<file path="src/hw/rtl/cdq_pkg.sv">
// ----------------------------------------------------------------------------
// cdq_pkg
// Types, codes and constants shared by the circular deque unit.
// ----------------------------------------------------------------------------
package cdq_pkg;

   localparam int DepthDefault = 16;
   localparam int WordW        = 32;
   localparam int CountW       = 5;
   localparam int CsrAddrW     = 3;
   localparam int CsrDataW     = 32;

   localparam logic [CountW-1:0] CapReset = 5'd16;

   typedef enum logic [1:0] {
      MODE_PUSH_FRONT = 2'd0,
      MODE_PUSH_BACK  = 2'd1,
      MODE_POP_FRONT  = 2'd2,
      MODE_POP_BACK   = 2'd3
   } cdq_mode_type;

   typedef enum logic [1:0] {
      STATUS_DONE      = 2'd0,
      STATUS_OVERFLOW  = 2'd1,
      STATUS_UNDERFLOW = 2'd2
   } cdq_status_type;

   typedef struct packed {
      logic [1:0]              mode;
      logic signed [WordW-1:0] value;
   } cdq_req_type;

   typedef struct packed {
      logic [1:0]              status;
      logic signed [WordW-1:0] popped_value;
      logic [CountW-1:0]       item_count;
      logic                    is_empty;
      logic                    is_full;
   } cdq_rsp_type;

   typedef struct packed {
      logic              clear;
      logic [CountW-1:0] eff_cap;
   } cdq_cfg_type;

endpackage

</file>
<file path="src/hw/rtl/circular_deque_unit.sv">
// ----------------------------------------------------------------------------
// circular_deque_unit
// Double-ended queue of 32-bit words in a circular store.
//
// req_payload carries mode (push front, push back, pop front, pop back) and
// the word to push. One transfer on rsp_payload answers every request
// transfer, in order: status, popped word, count and empty/full flags.
// A request transfer is taken when req_valid is high and req_stall low;
// requests are accepted one per cycle. The pointer update and the store
// access happen in the accepting cycle; a pop's word comes from the store's
// registered read in the next cycle and goes on to the result register,
// which holds while rsp_stall is high; one further request may then be
// taken into the read stage before req_stall rises. After reset the deque
// is empty, capacity reads 16 and no result is pending. Write the capacity
// register at byte 0 only while the unit is idle; the block does not enforce
// this. A write empties the deque. No clearing pass is needed.
// ----------------------------------------------------------------------------
module circular_deque_unit #(
   parameter int DEPTH = cdq_pkg::DepthDefault
) (
   input  logic                             clock,
   input  logic                             reset,
   input  logic                             req_valid,
   output logic                             req_stall,
   input  cdq_pkg::cdq_req_type             req_payload,
   output logic                             rsp_valid,
   input  logic                             rsp_stall,
   output cdq_pkg::cdq_rsp_type             rsp_payload,
   input  logic                             psel,
   input  logic                             penable,
   input  logic                             pwrite,
   input  logic [cdq_pkg::CsrAddrW-1:0]     paddr,
   input  logic [cdq_pkg::CsrDataW-1:0]     pwdata,
   output logic [cdq_pkg::CsrDataW-1:0]     prdata,
   output logic                             pready
);
   import cdq_pkg::*;

   localparam int IdxW = $clog2(DEPTH);

   cdq_cfg_type      cfg;
   logic             mem_wr_en, mem_rd_en;
   logic [IdxW-1:0]  mem_wr_addr, mem_rd_addr;
   logic [WordW-1:0] mem_wr_data, mem_rd_data;

   cdq_csr #(.DEPTH(DEPTH)) u_csr (
      .clock   (clock),
      .reset   (reset),
      .psel    (psel),
      .penable (penable),
      .pwrite  (pwrite),
      .paddr   (paddr),
      .pwdata  (pwdata),
      .prdata  (prdata),
      .pready  (pready),
      .cfg     (cfg)
   );

   cdq_ctrl #(.DEPTH(DEPTH)) u_ctrl (
      .clock       (clock),
      .reset       (reset),
      .cfg         (cfg),
      .req_valid   (req_valid),
      .req_stall   (req_stall),
      .req_payload (req_payload),
      .rsp_valid   (rsp_valid),
      .rsp_stall   (rsp_stall),
      .rsp_payload (rsp_payload),
      .mem_wr_en   (mem_wr_en),
      .mem_wr_addr (mem_wr_addr),
      .mem_wr_data (mem_wr_data),
      .mem_rd_en   (mem_rd_en),
      .mem_rd_addr (mem_rd_addr),
      .mem_rd_data (mem_rd_data)
   );

   cdq_mem #(.DEPTH(DEPTH)) u_mem (
      .clock   (clock),
      .wr_en   (mem_wr_en),
      .wr_addr (mem_wr_addr),
      .wr_data (mem_wr_data),
      .rd_en   (mem_rd_en),
      .rd_addr (mem_rd_addr),
      .rd_data (mem_rd_data)
   );

endmodule

</file>
<file path="src/hw/rtl/cdq_mem.sv">
// ----------------------------------------------------------------------------
// cdq_mem
// Word store of the deque: one write port, one read port, registered read.
// ----------------------------------------------------------------------------
module cdq_mem #(
   parameter int DEPTH = cdq_pkg::DepthDefault
) (
   input  logic                              clock,
   input  logic                              wr_en,
   input  logic [$clog2(DEPTH)-1:0]          wr_addr,
   input  logic [cdq_pkg::WordW-1:0]         wr_data,
   input  logic                              rd_en,
   input  logic [$clog2(DEPTH)-1:0]          rd_addr,
   output logic [cdq_pkg::WordW-1:0]         rd_data
);
   import cdq_pkg::*;

   logic [WordW-1:0] store_ff [DEPTH];
   logic [WordW-1:0] rd_data_ff;

   always_ff @(posedge clock) begin
      if (wr_en) begin
         store_ff[wr_addr] <= wr_data;
      end
   end

   always_ff @(posedge clock) begin
      if (rd_en) begin
         rd_data_ff <= store_ff[rd_addr];
      end
   end

   assign rd_data = rd_data_ff;

endmodule

</file>
<file path="src/hw/rtl/cdq_csr.sv">
// ----------------------------------------------------------------------------
// cdq_csr
// Capacity register behind the APB-style port; clamps it for the datapath.
// ----------------------------------------------------------------------------
module cdq_csr #(
   parameter int DEPTH = cdq_pkg::DepthDefault
) (
   input  logic                             clock,
   input  logic                             reset,
   input  logic                             psel,
   input  logic                             penable,
   input  logic                             pwrite,
   input  logic [cdq_pkg::CsrAddrW-1:0]     paddr,
   input  logic [cdq_pkg::CsrDataW-1:0]     pwdata,
   output logic [cdq_pkg::CsrDataW-1:0]     prdata,
   output logic                             pready,
   output cdq_pkg::cdq_cfg_type             cfg
);
   import cdq_pkg::*;

   localparam int CapMax = (DEPTH < 31) ? DEPTH : 31;
   localparam logic [CountW-1:0] CapMaxW = CountW'(CapMax);

   function automatic logic [CountW-1:0] clamp_cap(input logic [CountW-1:0] c);
      logic [CountW-1:0] r;
      r = c;
      if (c == '0) begin
         r = CountW'(1);
      end else if (c > CapMaxW) begin
         r = CapMaxW;
      end
      return r;
   endfunction

   logic [CountW-1:0] capacity_ff, capacity_in;
   logic [CountW-1:0] eff_cap_ff, eff_cap_in;
   logic              hit;
   logic              wr;

   assign hit = (paddr[CsrAddrW-1] == 1'b0);
   assign wr  = psel & penable & pwrite & pready & hit;

   assign capacity_in = wr ? pwdata[CountW-1:0] : capacity_ff;
   assign eff_cap_in  = wr ? clamp_cap(pwdata[CountW-1:0]) : eff_cap_ff;

   always_ff @(posedge clock) begin
      if (reset) begin
         capacity_ff <= CapReset;
         eff_cap_ff  <= clamp_cap(CapReset);
      end else begin
         capacity_ff <= capacity_in;
         eff_cap_ff  <= eff_cap_in;
      end
   end

   assign pready      = 1'b1;
   assign prdata      = hit ? CsrDataW'(capacity_ff) : '0;
   assign cfg.clear   = wr;
   assign cfg.eff_cap = eff_cap_ff;

endmodule

</file>
<file path="src/hw/rtl/cdq_ctrl.sv">
// ----------------------------------------------------------------------------
// cdq_ctrl
// Pointer and occupancy logic, store access, read stage and result register.
// ----------------------------------------------------------------------------
module cdq_ctrl #(
   parameter int DEPTH = cdq_pkg::DepthDefault
) (
   input  logic                              clock,
   input  logic                              reset,
   input  cdq_pkg::cdq_cfg_type              cfg,
   input  logic                              req_valid,
   output logic                              req_stall,
   input  cdq_pkg::cdq_req_type              req_payload,
   output logic                              rsp_valid,
   input  logic                              rsp_stall,
   output cdq_pkg::cdq_rsp_type              rsp_payload,
   output logic                              mem_wr_en,
   output logic [$clog2(DEPTH)-1:0]          mem_wr_addr,
   output logic [cdq_pkg::WordW-1:0]         mem_wr_data,
   output logic                              mem_rd_en,
   output logic [$clog2(DEPTH)-1:0]          mem_rd_addr,
   input  logic [cdq_pkg::WordW-1:0]         mem_rd_data
);
   import cdq_pkg::*;

   localparam int IdxW = $clog2(DEPTH);
   localparam int CmpW = ((IdxW > CountW) ? IdxW : CountW) + 1;

   logic [IdxW-1:0]   front_ff, front_in;
   logic [IdxW-1:0]   rear_ff, rear_in;
   logic [CountW-1:0] occ_ff, occ_in;

   logic              s1_valid_ff, s1_valid_in;
   logic [1:0]        s1_status_ff, s1_status_in;
   logic              s1_pop_ff, s1_pop_in;
   logic [CountW-1:0] s1_count_ff, s1_count_in;
   logic              s1_full_ff, s1_full_in;

   logic              out_valid_ff, out_valid_in;
   cdq_rsp_type       out_ff, out_in;

   logic              acc, s1_adv, is_push, empty, full, from_front;
   logic [IdxW-1:0]   front_prev, front_next, rear_prev, rear_next;
   logic [IdxW-1:0]   cap_last;

   assign cap_last   = IdxW'(cfg.eff_cap - CountW'(1));
   assign front_prev = (front_ff == '0) ? cap_last : front_ff - IdxW'(1);
   assign rear_prev  = (rear_ff == '0) ? cap_last : rear_ff - IdxW'(1);
   assign front_next = (CmpW'(front_ff) + CmpW'(1) >= CmpW'(cfg.eff_cap)) ?
                       '0 : front_ff + IdxW'(1);
   assign rear_next  = (CmpW'(rear_ff) + CmpW'(1) >= CmpW'(cfg.eff_cap)) ?
                       '0 : rear_ff + IdxW'(1);

   assign s1_adv    = !out_valid_ff || !rsp_stall;
   assign req_stall = s1_valid_ff && !s1_adv;
   assign acc       = req_valid && !req_stall;

   assign is_push    = (req_payload.mode == MODE_PUSH_FRONT) ||
                       (req_payload.mode == MODE_PUSH_BACK);
   assign from_front = (req_payload.mode == MODE_PUSH_FRONT) ||
                       (req_payload.mode == MODE_POP_FRONT);
   assign empty      = (occ_ff == '0);
   assign full       = (occ_ff >= cfg.eff_cap);

   always_comb begin
      front_in     = front_ff;
      rear_in      = rear_ff;
      occ_in       = occ_ff;
      mem_wr_en    = 1'b0;
      mem_wr_addr  = front_prev;
      mem_rd_en    = 1'b0;
      mem_rd_addr  = from_front ? front_ff : rear_ff;
      s1_status_in = STATUS_DONE;
      s1_pop_in    = 1'b0;
      if (cfg.clear) begin
         front_in = '0;
         rear_in  = '0;
         occ_in   = '0;
      end else if (acc) begin
         if (is_push) begin
            if (full) begin
               s1_status_in = STATUS_OVERFLOW;
            end else begin
               mem_wr_en = 1'b1;
               occ_in    = occ_ff + CountW'(1);
               if (empty) begin
                  mem_wr_addr = '0;
                  front_in    = '0;
                  rear_in     = '0;
               end else if (from_front) begin
                  mem_wr_addr = front_prev;
                  front_in    = front_prev;
               end else begin
                  mem_wr_addr = rear_next;
                  rear_in     = rear_next;
               end
            end
         end else begin
            if (empty) begin
               s1_status_in = STATUS_UNDERFLOW;
            end else begin
               mem_rd_en = 1'b1;
               s1_pop_in = 1'b1;
               occ_in    = occ_ff - CountW'(1);
               if (occ_ff == CountW'(1)) begin
                  front_in = '0;
                  rear_in  = '0;
               end else if (from_front) begin
                  front_in = front_next;
               end else begin
                  rear_in = rear_prev;
               end
            end
         end
      end
   end

   assign mem_wr_data = req_payload.value;

   assign s1_valid_in = acc ? 1'b1 : (s1_adv ? 1'b0 : s1_valid_ff);
   assign s1_count_in = occ_in;
   assign s1_full_in  = (occ_in == cfg.eff_cap);

   always_comb begin
      out_in       = out_ff;
      out_valid_in = out_valid_ff;
      if (s1_adv) begin
         out_valid_in        = s1_valid_ff;
         out_in.status       = s1_status_ff;
         out_in.popped_value = s1_pop_ff ? mem_rd_data : '0;
         out_in.item_count   = s1_count_ff;
         out_in.is_empty     = (s1_count_ff == '0);
         out_in.is_full      = s1_full_ff;
      end
   end

   always_ff @(posedge clock) begin
      if (reset) begin
         front_ff     <= '0;
         rear_ff      <= '0;
         occ_ff       <= '0;
         s1_valid_ff  <= 1'b0;
         out_valid_ff <= 1'b0;
      end else begin
         front_ff     <= front_in;
         rear_ff      <= rear_in;
         occ_ff       <= occ_in;
         s1_valid_ff  <= s1_valid_in;
         out_valid_ff <= out_valid_in;
      end
   end

   always_ff @(posedge clock) begin
      if (acc) begin
         s1_status_ff <= s1_status_in;
         s1_pop_ff    <= s1_pop_in;
         s1_count_ff  <= s1_count_in;
         s1_full_ff   <= s1_full_in;
      end
      out_ff <= out_in;
   end

   assign rsp_valid   = out_valid_ff;
   assign rsp_payload = out_ff;

   a_occ_bound: assert property (@(posedge clock) disable iff (reset)
      occ_ff <= cfg.eff_cap)
      else $error("occupancy above capacity");

   a_ptr_bound: assert property (@(posedge clock) disable iff (reset)
      (CmpW'(front_ff) < CmpW'(cfg.eff_cap)) && (CmpW'(rear_ff) < CmpW'(cfg.eff_cap)))
      else $error("pointer beyond capacity");

   a_overflow_hold: assert property (@(posedge clock) disable iff (reset)
      acc && is_push && full && !cfg.clear |=> $stable(occ_ff) && $stable(front_ff)
      && $stable(rear_ff))
      else $error("overflowing push changed the deque");

   a_stall_cause: assert property (@(posedge clock) disable iff (reset)
      req_stall |-> s1_valid_ff && out_valid_ff && rsp_stall)
      else $error("input stalled without a blocked result");

   a_pop_read: assert property (@(posedge clock) disable iff (reset)
      mem_rd_en |-> !mem_wr_en && !empty)
      else $error("store read on an empty deque");

endmodule
</file>
<file path="config.mk">
export PLATFORM = sky130hd
export DESIGN_NAME = circular_deque_unit
export DESIGN_NICKNAME = d
export VERILOG_FILES = /design/src/hw/rtl/cdq_pkg.sv /design/src/hw/rtl/circular_deque_unit.sv /design/src/hw/rtl/cdq_mem.sv /design/src/hw/rtl/cdq_csr.sv /design/src/hw/rtl/cdq_ctrl.sv
export SDC_FILE = /design/constraint.sdc
export NUM_CORES = 1
export LEC_CHECK = 0
export BUFFER_PORTS_ARGS = -buffer_cell sky130_fd_sc_hd__buf_2
export CORE_ASPECT_RATIO = 0.6
export CORE_MARGIN = 2
export CORE_UTILIZATION = 45
export CTS_CLUSTER_SIZE = 28
export DETAILED_ROUTE_END_ITERATION = 10
export PLACE_DENSITY_LB_ADDON = 0.15
export SYNTH_ARGS = -nofsm -noshare
export SYNTH_HDL_FRONTEND = slang
export SYNTH_SLANG_ARGS = --single-unit
</file>
<file path="constraint.sdc">
create_clock -name clock -period 11.8 [get_ports clock]
set_clock_uncertainty 0.15 [all_clocks]
set_input_delay 0.59 -clock clock [delete_from_list [all_inputs] [get_ports clock]]
set_output_delay 0.59 -clock clock [all_outputs]
set_load 0.05 [all_outputs]
</file>
==> flow_metrics.tcl <==
set metrics [dict create \
    status "complete, no violations" \
    multi_input_area_sq_um 6100 \
    core_area_sq_um 54300 \
    grt_pass1_vias 12300 \
    tightest_slew_ns 1.04 \
    cts.sinks 619 \
    drt_pass1_iterations 5 \
    ys_seq_area_share_pct 74.0 \
    place_congestion 0.883 \
    yosysTopAreaCellShare_pct 71.9 \
    drc 0 \
    cts_buffer_depth 3 \
    vias_per_cell 5.67 \
    synthSimpleGateAreaFrac_pct 5.70 \
    num_rows 66 \
    path_max_fanout 18 \
    min_path_type "in2reg" \
    wl_met3_mm 4.06 \
    intPower_w 0.00366 \
    synthAdderAreaFrac_pct 1.16 \
    start_util_pct 45.6 \
    cts.repair.resized 0 \
    period_needed_ns 5.40 \
    ys_warn_count 0 \
    maxCapViolCount 0 \
    hold_viol 0 \
    start_kind "register" \
    wl_met2_mm 25.1 \
    seqPwrFrac_pct 51.9 \
    htreeDepth 2 \
    drtIter0Drc 1179 \
    wl_per_cell_um 25.6 \
    drive_above_1_share_pct 24.6 \
    synth_area_leaders "edfxtp_1 (72%), mux4_2 (12%), dfxtp_1 (2.0%)" \
    drt-met1-wl_mm 26.8 \
    tns_ns 0 \
    path_clk_slew_ns 0.06 \
    cts_buffers 56 \
    detail-route-antenna-nets 0 \
    ir_drop_uv 113 \
    grt_usage_pct 19.9 \
    setup_viol 0 \
    syn_area_sq_um 24800 \
    vias 12600 \
    ys.flop_type "edfxtp_1" \
    synth_top_area_cell "edfxtp_1" \
    synth_cell_types 65 \
    critical_path_class "reg2reg" \
    port_buffers 94 \
    cts_setup_buffers 0 \
    swShare_pct 24.3 \
    leakagePower_nw 9.40 \
    rsz0062_at_grt "no" \
    die_width_um 307 \
    async_flop_share_pct 0 \
    finish.cell_count_without_fillers 2214 \
    final-seq-area_sq_um 18300 \
    die_area_sq_um 57100 \
    grt_antenna_before_repair 3 \
    max_freq_mhz 185 \
    synth_cells 1346 \
    dp_hpwl_mm 29.7 \
    power.density_nw_per_um2 173 \
    dp_slack_ns 6.57 \
    worstSetupEndpointType "register" \
    clkLatencyLatePin_ns 0.59 \
    synthMuxAreaShare_pct 12.0 \
    crit_required_ns 11.87 \
    synth_top_family_by_area "multiplexers" \
    syn_area_per_cell_sq_um 18.4 \
    finalCritPeriodShare_pct 45.7 \
    grt_pass1_wl_mm 82.7 \
    root_buffer "clkbuf_16" \
    synth_compound_area_share_pct 4.54 \
    cts_tree "done" \
    arrival_ns 5.46 \
    fin_ws_ns 6.40 \
    drt_wl_total_mm 56.7 \
    relSlewSlack_pct 28.6 \
    num-nets-final 1556 \
    grt_max_degree 129 \
    pwr-share-clk_pct 36.8 \
    die_h_um 186 \
    fill_cells 4387 \
    synth_xor_area_share_pct 0.247 \
    area_delta_synth_final_pct 12.6 \
    synth_edf_count 594 \
    io_pins 152 \
    maxUsedRoutingLayer "met5" \
    hold_buffers 0 \
    dp.cells 2113 \
    power_switching_w 0.00117 \
    overflow 0 \
    pwr-share-comb_pct 11.3 \
    ys_ff_latch 619 \
    drv_slew 0 \
]
-- cell type report --
class	count	area share, %
Sequential cell	619	65.7
Multi-Input combinational cell	634	21.8
Clock buffer	68	5.37
Tap cell	714	3.20
Timing Repair Buffer	126	2.59
Clock inverter	31	1.00
Inverter	20	0.269
Antenna cell	2	0.0179
-- metal layers --
layer | global-route usage (%) | vias up
li1 | - | 5577
met1 | 30.2 | 6499
met2 | 29.8 | 419
met3 | 4.58 | 55
met4 | 3.71 | 2
met5 | 0 | -
-- sequential cells by signal, indices dropped and copies added (netlist names), 2 cells and up --
register and count:
u_ctrl.rsp_payload 41, u_ctrl.s1_status_ff 2, u_mem.store_ff 512, u_mem.rd_data 32, u_csr.eff_cap_ff 5, u_ctrl.s1_count_ff 5
u_ctrl.rear_ff 4, u_ctrl.front_ff 4, u_csr.capacity_ff 5, u_ctrl.occ_ff 5
-- Yosys cell counts (12+ instances only) --
cell type  number
edfxtp_1      594
mux4_2        128
nand2_1       100
and2_1         66
clkbuf_1       43
a211oi_1       41
a31oi_1        35
buf_4          30
nor2_1         29
a21oi_1        27
dfxtp_1        25
ha_1           23
inv_1          19
nor3_1         19
buf_2          18
o21ai_0        13
nor2b_1        12
-- path summary, 6_finish.rpt --
kind	start	to	slack, ns	cells after the start
setup reg to reg	u_ctrl.rear_ff[0]$_SDFFE_PP0P_	u_mem.store_ff[8][18]$_DFFE_PP_	6.40	10
hold reg to reg	u_ctrl.s1_status_ff[0]$_SDFFCE_PP0P_	u_ctrl.rsp_payload[39]$_DFFE_PP_	0.29	0
hold / removal	pwdata[1]	u_csr.capacity_ff[1]$_SDFFE_PP0P_	0.12	3
setup / recovery	u_ctrl.rear_ff[0]$_SDFFE_PP0P_	u_mem.store_ff[8][18]$_DFFE_PP_	6.40	10
-- through the flow --
step / hold WS, ns / util (%) / power [W] / instance area, sq um
after floorplan: 0.250 / - / 0.00294 / 24900
after global placement: 0.254 / 48.1 / 0.00310 / 26100
after detailed placement: 0.261 / 48.1 / 0.00311 / 26100
after CTS: 0.0945 / 51.4 / 0.00488 / 27900
after global routing: 0.115 / 51.4 / 0.00501 / 27900
final: 0.122 / 51.4 / 0.00484 / 27900
-- power by group through the flow --
stage | Clock [W] | Combinational (W) | Sequential [W]
finish | 0.00178 | 0.000548 | 0.00251
floorplan | 0 | 0.000344 | 0.00260
global route | 0.00191 | 0.000589 | 0.00251
global placement | 0 | 0.000544 | 0.00255
detailed placement | 0 | 0.000550 | 0.00256
CTS | 0.00182 | 0.000551 | 0.00251
-- critical path, stage by stage, from the launching register on --
cell,delay [ns]
dfxtp_1,0.61
nand3_1,0.16
xnor2_1,0.56
ha_1,0.37
a21oi_1,0.12
o21ai_1,0.11
a21oi_1,0.67
a31oi_1,0.55
nand2b_1,0.44
nor2b_4,0.69
buf_4,0.57
-- cells by family after synthesis --
logic type               after synthesis
AND/OR/NAND/NOR                      275
AO/OA/AOI/OAI                        164
multiplexers                         137
adder cells (fa/ha/maj)               23
buffers and inverters                119
other                                  2
XOR/XNOR                               7
flip-flops                           619
-- cell usage in the layout, fill, tap and decap left out, types with 5 or more instances in the layout --
cell type  count
a211oi_1      41
a21oi_1       27
a31oi_1       35
and2_1        66
and3_1         8
buf_2         94
buf_4         31
clkbuf_1       9
clkbuf_16     58
clkinv_1       7
clkinv_2      11
conb_1        28
dfxtp_1       25
edfxtp_1     594
ha_1          23
inv_1         19
mux2i_1        5
mux4_2       128
nand2_1       99
nand2b_1       5
nand3_1        9
nor2_1        26
nor2b_1       11
nor3_1        15
nor3b_2        6
o21ai_0       13
o21ai_1        5
xnor2_1        5
No activity file was read; power rests on OpenSTA's default activity.
